==> src/hw/rtl/sefc_pkg.sv <==
`timescale 1ns / 1ps

package sefc_pkg;

    // Frame layout
    localparam int FRAME_W     = 48;
    localparam int POS_W       = 20;
    localparam int ANGLE_W     = 22;
    localparam int CRC_W       = 7;
    localparam int CRC_DATA_W  = 26;     // frame bits 32..7
    localparam int PROD_W      = 42;     // POS_W + width of ANGLE_SCALE

    localparam logic [CRC_W-1:0]   CRC_POLY    = 7'h5B;
    localparam logic [ANGLE_W-1:0] ANGLE_SCALE = 22'd3600000;
    localparam logic [PROD_W-1:0]  ANGLE_HALF  = 42'h80000;

    // Input transaction
    typedef struct packed {
        logic               power_on;
        logic               read_enable;
        logic               sequence_busy;
        logic [FRAME_W-1:0] frame;
    } t_in;

    // Result transaction
    typedef struct packed {
        logic               read_active;
        logic               position_valid;
        logic               error_not_valid;
        logic               error_crc;
        logic [ANGLE_W-1:0] angle;
        logic [POS_W-1:0]   raw_position;
        logic               flag_bit32;
        logic               flag_bit30;
        logic               flag_bit7;
        logic [CRC_W-1:0]   crc_received;
        logic [CRC_W-1:0]   crc_computed;
    } t_out;

    // Decoded frame, decode unit to top level
    typedef struct packed {
        logic               gate;
        logic               frame_ok;
        logic               bit31;
        logic               crc_bad;
        logic               bit32;
        logic               bit30;
        logic               bit7;
        logic [POS_W-1:0]   pos;
        logic [CRC_W-1:0]   rcv;
        logic [CRC_W-1:0]   calc;
        logic [ANGLE_W-1:0] angle;
    } t_dec;

    typedef logic [CRC_W-1:0][CRC_DATA_W-1:0] t_crc_mat;

    // Bit-serial augmented CRC-7, MSB first; only evaluated at elaboration
    function automatic logic [CRC_W-1:0] crc7_serial(input logic [CRC_DATA_W-1:0] data);
        logic [CRC_W-1:0] crc;
        logic             top;
        crc = '0;
        for (int i = CRC_DATA_W - 1; i >= 0; i--) begin
            top = crc[CRC_W-1];
            crc = {crc[CRC_W-2:0], data[i]};
            if (top) begin
                crc = crc ^ CRC_POLY;
            end
        end
        for (int i = 0; i < CRC_W; i++) begin
            top = crc[CRC_W-1];
            crc = {crc[CRC_W-2:0], 1'b0};
            if (top) begin
                crc = crc ^ CRC_POLY;
            end
        end
        return crc;
    endfunction

    // The CRC is linear: column i is the CRC of a single set data bit
    function automatic t_crc_mat crc7_matrix();
        t_crc_mat         m;
        logic [CRC_W-1:0] c;
        m = '0;
        for (int i = 0; i < CRC_DATA_W; i++) begin
            c = crc7_serial(CRC_DATA_W'(1) << i);
            for (int j = 0; j < CRC_W; j++) begin
                m[j][i] = c[j];
            end
        end
        return m;
    endfunction

    localparam t_crc_mat CRC_MAT = crc7_matrix();

endpackage

==> src/hw/rtl/sefc_decode.sv <==
`timescale 1ns / 1ps

// Field extraction, CRC XOR tree and angle scaling for one frame
module sefc_decode (
    input  sefc_pkg::t_in  i_item,
    output sefc_pkg::t_dec o_dec
);

    logic [sefc_pkg::CRC_DATA_W-1:0] crc_data;
    logic [sefc_pkg::CRC_W-1:0]      calc;
    logic [sefc_pkg::PROD_W-1:0]     prod;
    logic [sefc_pkg::PROD_W-1:0]     rounded;

    assign crc_data = i_item.frame[32:7];

    // Each CRC bit is the parity of a fixed subset of the data bits
    always_comb begin
        for (int j = 0; j < sefc_pkg::CRC_W; j++) begin
            calc[j] = ^(crc_data & sefc_pkg::CRC_MAT[j]);
        end
    end

    // angle = (pos * 3600000 + 2^19) >> 20
    assign prod    = sefc_pkg::PROD_W'(i_item.frame[27:8]) *
                     sefc_pkg::PROD_W'(sefc_pkg::ANGLE_SCALE);
    assign rounded = prod + sefc_pkg::ANGLE_HALF;

    always_comb begin
        o_dec.gate     = i_item.power_on & i_item.read_enable & ~i_item.sequence_busy;
        o_dec.bit31    = i_item.frame[31];
        o_dec.crc_bad  = (i_item.frame[6:0] != calc);
        o_dec.frame_ok = i_item.frame[31] & ~o_dec.crc_bad;
        o_dec.bit32    = i_item.frame[32];
        o_dec.bit30    = i_item.frame[30];
        o_dec.bit7     = i_item.frame[7];
        o_dec.pos      = i_item.frame[27:8];
        o_dec.rcv      = i_item.frame[6:0];
        o_dec.calc     = calc;
        o_dec.angle    = rounded[sefc_pkg::PROD_W-1:20];
    end

endmodule

==> config.mk <==
export PLATFORM = sky130hd
export DESIGN_NAME = sefc_decode
export DESIGN_NICKNAME = d
export VERILOG_FILES = /design/src/hw/rtl/sefc_pkg.sv /design/src/hw/rtl/sefc_decode.sv
export SDC_FILE = /design/constraint.sdc
export NUM_CORES = 1
export LEC_CHECK = 0
export BUFFER_PORTS_ARGS = -buffer_cell sky130_fd_sc_hd__buf_2
export CORE_MARGIN = 2
export CORE_UTILIZATION = 32
export DETAILED_ROUTE_END_ITERATION = 8
export GPL_TIMING_DRIVEN = 0
export PLACE_DENSITY = 0.51
export SYNTH_ARGS = -nofsm -noshare
export SYNTH_HDL_FRONTEND = slang
export SYNTH_SLANG_ARGS = --single-unit
==> constraint.sdc <==
create_clock -name vclk -period 7.5
set_input_delay 0.375 -clock vclk [all_inputs]
set_output_delay 0.375 -clock vclk [all_outputs]
set_load 0.005 [all_outputs]
Word-level counts from Yosys, hierarchy flattened. Cells that the tools add are included.

Output and inout bits: 63. Flip-flop bits (word level): 0.

Add/subtract/negate cells: 1. Multipliers: 1. Bitwise gates (word level): 5. Reduce and logical (&&, ||, !) cells: 7. Equal/unequal tests: 1.

Operators by type and width (count): parity 26 bit (7); adder 42 x 20 -> 42 bit, second input constant (1); multiplier 20 x 15 -> 35 bit, second input constant (1); inequality test 7 bit (1); AND 1 bit (3); inverter 1 bit (2).

Longest topological paths before layout.
Depth after elaboration: 4. Mapped depth: 24.

Worst setup path after synthesis. Ideal clock, no wire load.

Path type: input -> output. Start: input i_item[15] (netlist name). End: output o_dec[16] (netlist name). Stages on the path: 21. Arrival: 6.202 ns. Required time: 7.125 ns. Slack: 0.923 ns. Path buffers: 1. Cells stage by stage: fa_1 -> inv_1 -> fa_1 -> inv_1 -> fa_1 -> fa_1 -> fa_1 -> inv_1 -> fa_1 -> inv_1 -> ha_1 -> buf_6 -> a21o_1 -> a21boi_0 -> nand3_1 -> xnor2_1 -> or4_4 -> nor4b_4 -> and4_1 -> o22ai_2 -> xor2_1.

RTL lines: start, declared (line sefc_decode.sv:5) `input sefc_pkg::t_in i_item,`; end, declared (line sefc_decode.sv:6) `output sefc_pkg::t_dec o_dec`.

==> impl_metrics.tcl <==
set metrics [dict create \
    status "completed" \
    overflow 0 \
    fillers 2617 \
    wirelength_um 20100 \
    drc 0 \
    hold_buffers 0 \
    path_class "primary input to output pin" \
    whs_ps 967.7 \
    grt_pass1_wl_um 32700 \
    grt_max_degree 12 \
    routabilityCongestion 0.8484 \
    syn_inst 862 \
    hold_path_class "primary input to output pin" \
    grtUsageMet1 0.2163 \
    crit_arrival_ps 6850 \
    crit_family "adder cells" \
    fin_nets 1299 \
    crit_path_top_delay_cell "fa_1" \
    crit_chain "buf_2 -> fa_1 -> fa_1 -> fa_1 -> fa_1 -> fa_1 -> inv_1 -> fa_1 -> inv_1 -> ha_1 -> buf_2 -> nand2_1 -> o21ai_1 -> nor3b_1 -> and3_2 -> nor3_4 -> and4_1 -> nand4_2 -> a2111oi_2 -> and4bb_1 -> xnor2_1 -> buf_2" \
    first_pass_iters 4 \
    yosys.cell_types.count 80 \
    drive_above_1_share 0.2190 \
    busiest_layer "met2" \
    critical_path_buf_inv_count 5 \
    drtIter0Drc 225 \
    grtUsageMet3 0.003056 \
    seq_area_frac_synth 0 \
    seq_cells 0 \
    clkbuf_count 0 \
    max_slew_margin 0.5387 \
    cp_common_cell "fa_1" \
    grt_util_all_layers 0.1549 \
    synth_top_area_frac 0.3524 \
    syn_avg_cell_area_sq_um 9.359 \
    synth_nets 1191 \
    drv_cap 0 \
    grt_pass1_vias 6143 \
    syn-cell-area_sq_um 8068 \
    end_kind "output pin" \
    timing.final.crit_share 0.9634 \
    die_h_um 162.8 \
    die_area_sq_um 26500 \
    grt_util_met2 0.2822 \
    synth_largest_area_cell "fa_1" \
    worstHoldPathCells 3 \
    ys_top_cells_by_area "fa_1 35%, ha_1 21%, inv_1 8.8%" \
    viasPerCell 4.676 \
    period_needed_ps 7225 \
    antenna_found_initial 0 \
    wire_per_inst_um 15.49 \
    detail-route-antenna-nets 0 \
    ys_warn_count 0 \
    fmax_mhz 138.4 \
    tightestPinTransition_ps 684.8 \
    io_pins 114 \
    area_growth_pct 13.93 \
    numPortBuffers 99 \
    critical_path.max_fanout 10 \
    regArea_sq_um 0 \
    rows 58 \
    coreArea_sq_um 24960 \
    grt_setup_unrepaired "true" \
    setup_viol 0 \
    required_ps 7120 \
    cp_num_cells 22 \
    die_w_um 162.8 \
    dp_hpwl_um 17600 \
    vias 6070 \
    slowest_delay_ps 540 \
    crit_path_start_kind "primary input" \
    final_max_slew_viol_count 0 \
    start_util 0.3232 \
    n_antenna_cell 0 \
    finalHoldViolCount 0 \
]
[per-stage QoR]
step	utilization	std cells	worst slack [ps]	area, sq um	TNS [ps]
after floorplan	-	862	923.2	8068	0
after global placement	0.3596	1291	-90.89	8976	-90.89
after detailed placement	0.3596	1291	-55.69	8976	-55.69
after CTS	0.3606	1292	6.544	9001	0
after global routing	0.3682	1298	-16.31	9191	-18.18
final	0.3682	1298	274.5	9191	0
[tightest hold or removal path, cell delays in order]
cell and delay [ps]:
buf_2 70, nor2_1 30, buf_2 110
[logic make-up (layout without fill, tap and decap cells)]
group / after synthesis / after routing / synth area share
xor+xnor: 75 / 75 / 0.08375
mux: 3 / 3 / 0.003722
compound gates: 108 / 108 / 0.09957
simple gates: 167 / 167 / 0.1213
fa+ha+maj: 278 / 278 / 0.5633
buf+inv: 231 / 337 / 0.1284
[Yosys cell counts (2+ instances only)]
cell         n
or3_1        3
a211oi_2     2
and4_1       3
or3_2        3
a21o_1      14
o21a_1       3
nor3_1      13
nor4b_4      2
buf_4       32
nand3_2      2
o21ai_2      5
o211ai_2     3
and2_1       6
o31a_1       2
o21ai_0     15
a221oi_1     2
a31oi_1      2
nor3b_1      4
ha_1       136
o21ai_1      5
and2_4       2
buf_6        6
inv_1      189
o211a_1      2
and3_2       3
mux2i_1      3
fa_1       142
nand3_1     17
buf_2        2
nor2_1      29
a21oi_1     27
nand2_1     42
xor2_1      22
nor4_1       2
nor3_2       3
nand4_1     11
xnor2_1     52
o211ai_1     3
nand2b_1     4
a2111oi_0    2
and3_1       3
[layout make-up]
type	instances	area, sq um	share of cell area
Tap cell	330	412.9	0.04492
Timing Repair Buffer	106	560.5	0.06099
Inverter	189	709.4	0.07718
Buffer	42	326.6	0.03553
Multi-Input combinational cell	631	7182	0.7814
[metal layers]
metal,part of all wire,up-vias,routed length (um)
li1,-,2986,-
met1,0.46,3008,9324
met2,0.51,72,10310
met3,0.019,4,373
met4,0.0047,0,94
met5,0,-,0
[worst paths after layout]
kind / from / end / slack [ps]
max: i_item[22] / o_dec[21] / 270
min: i_item[48] / o_dec[62] / 970
[placed cells by master, fill, tap and decap left out, types with 3 or more instances in the layout]
cell type and count:
inv_1 189, ha_1 133, nand2_1 42, nor3b_1 4, buf_4 39, buf_2 96, a21oi_1 23, mux2i_1 3
nand3_2 3, buf_6 6, o21ai_2 6, and2_1 6, o211ai_1 3, o21ai_0 14, and4_1 3, or3_2 3
nand2b_1 4, nor2_1 28, nand4_1 11, o21a_1 3, xor2_1 22, nand3_1 16, nor3_1 12, xnor2_1 50
fa_1 142, clkbuf_4 5, and3_1 3, a21oi_2 5, a21o_1 14, o21ai_1 5, o211ai_2 3, or3_1 3
[what timing repair did]
| action | CTS | global route |
|---|---|---|
| setup endpoints to repair | 1 | 6 |
| gates resized for setup | 4 | 31 |
| buffers inserted | 1 | 6 |
| pin swaps | 1 | 16 |
Power is not shown: default switching activity piles up to over one toggle a cycle in this logic, so the estimate is an artifact.
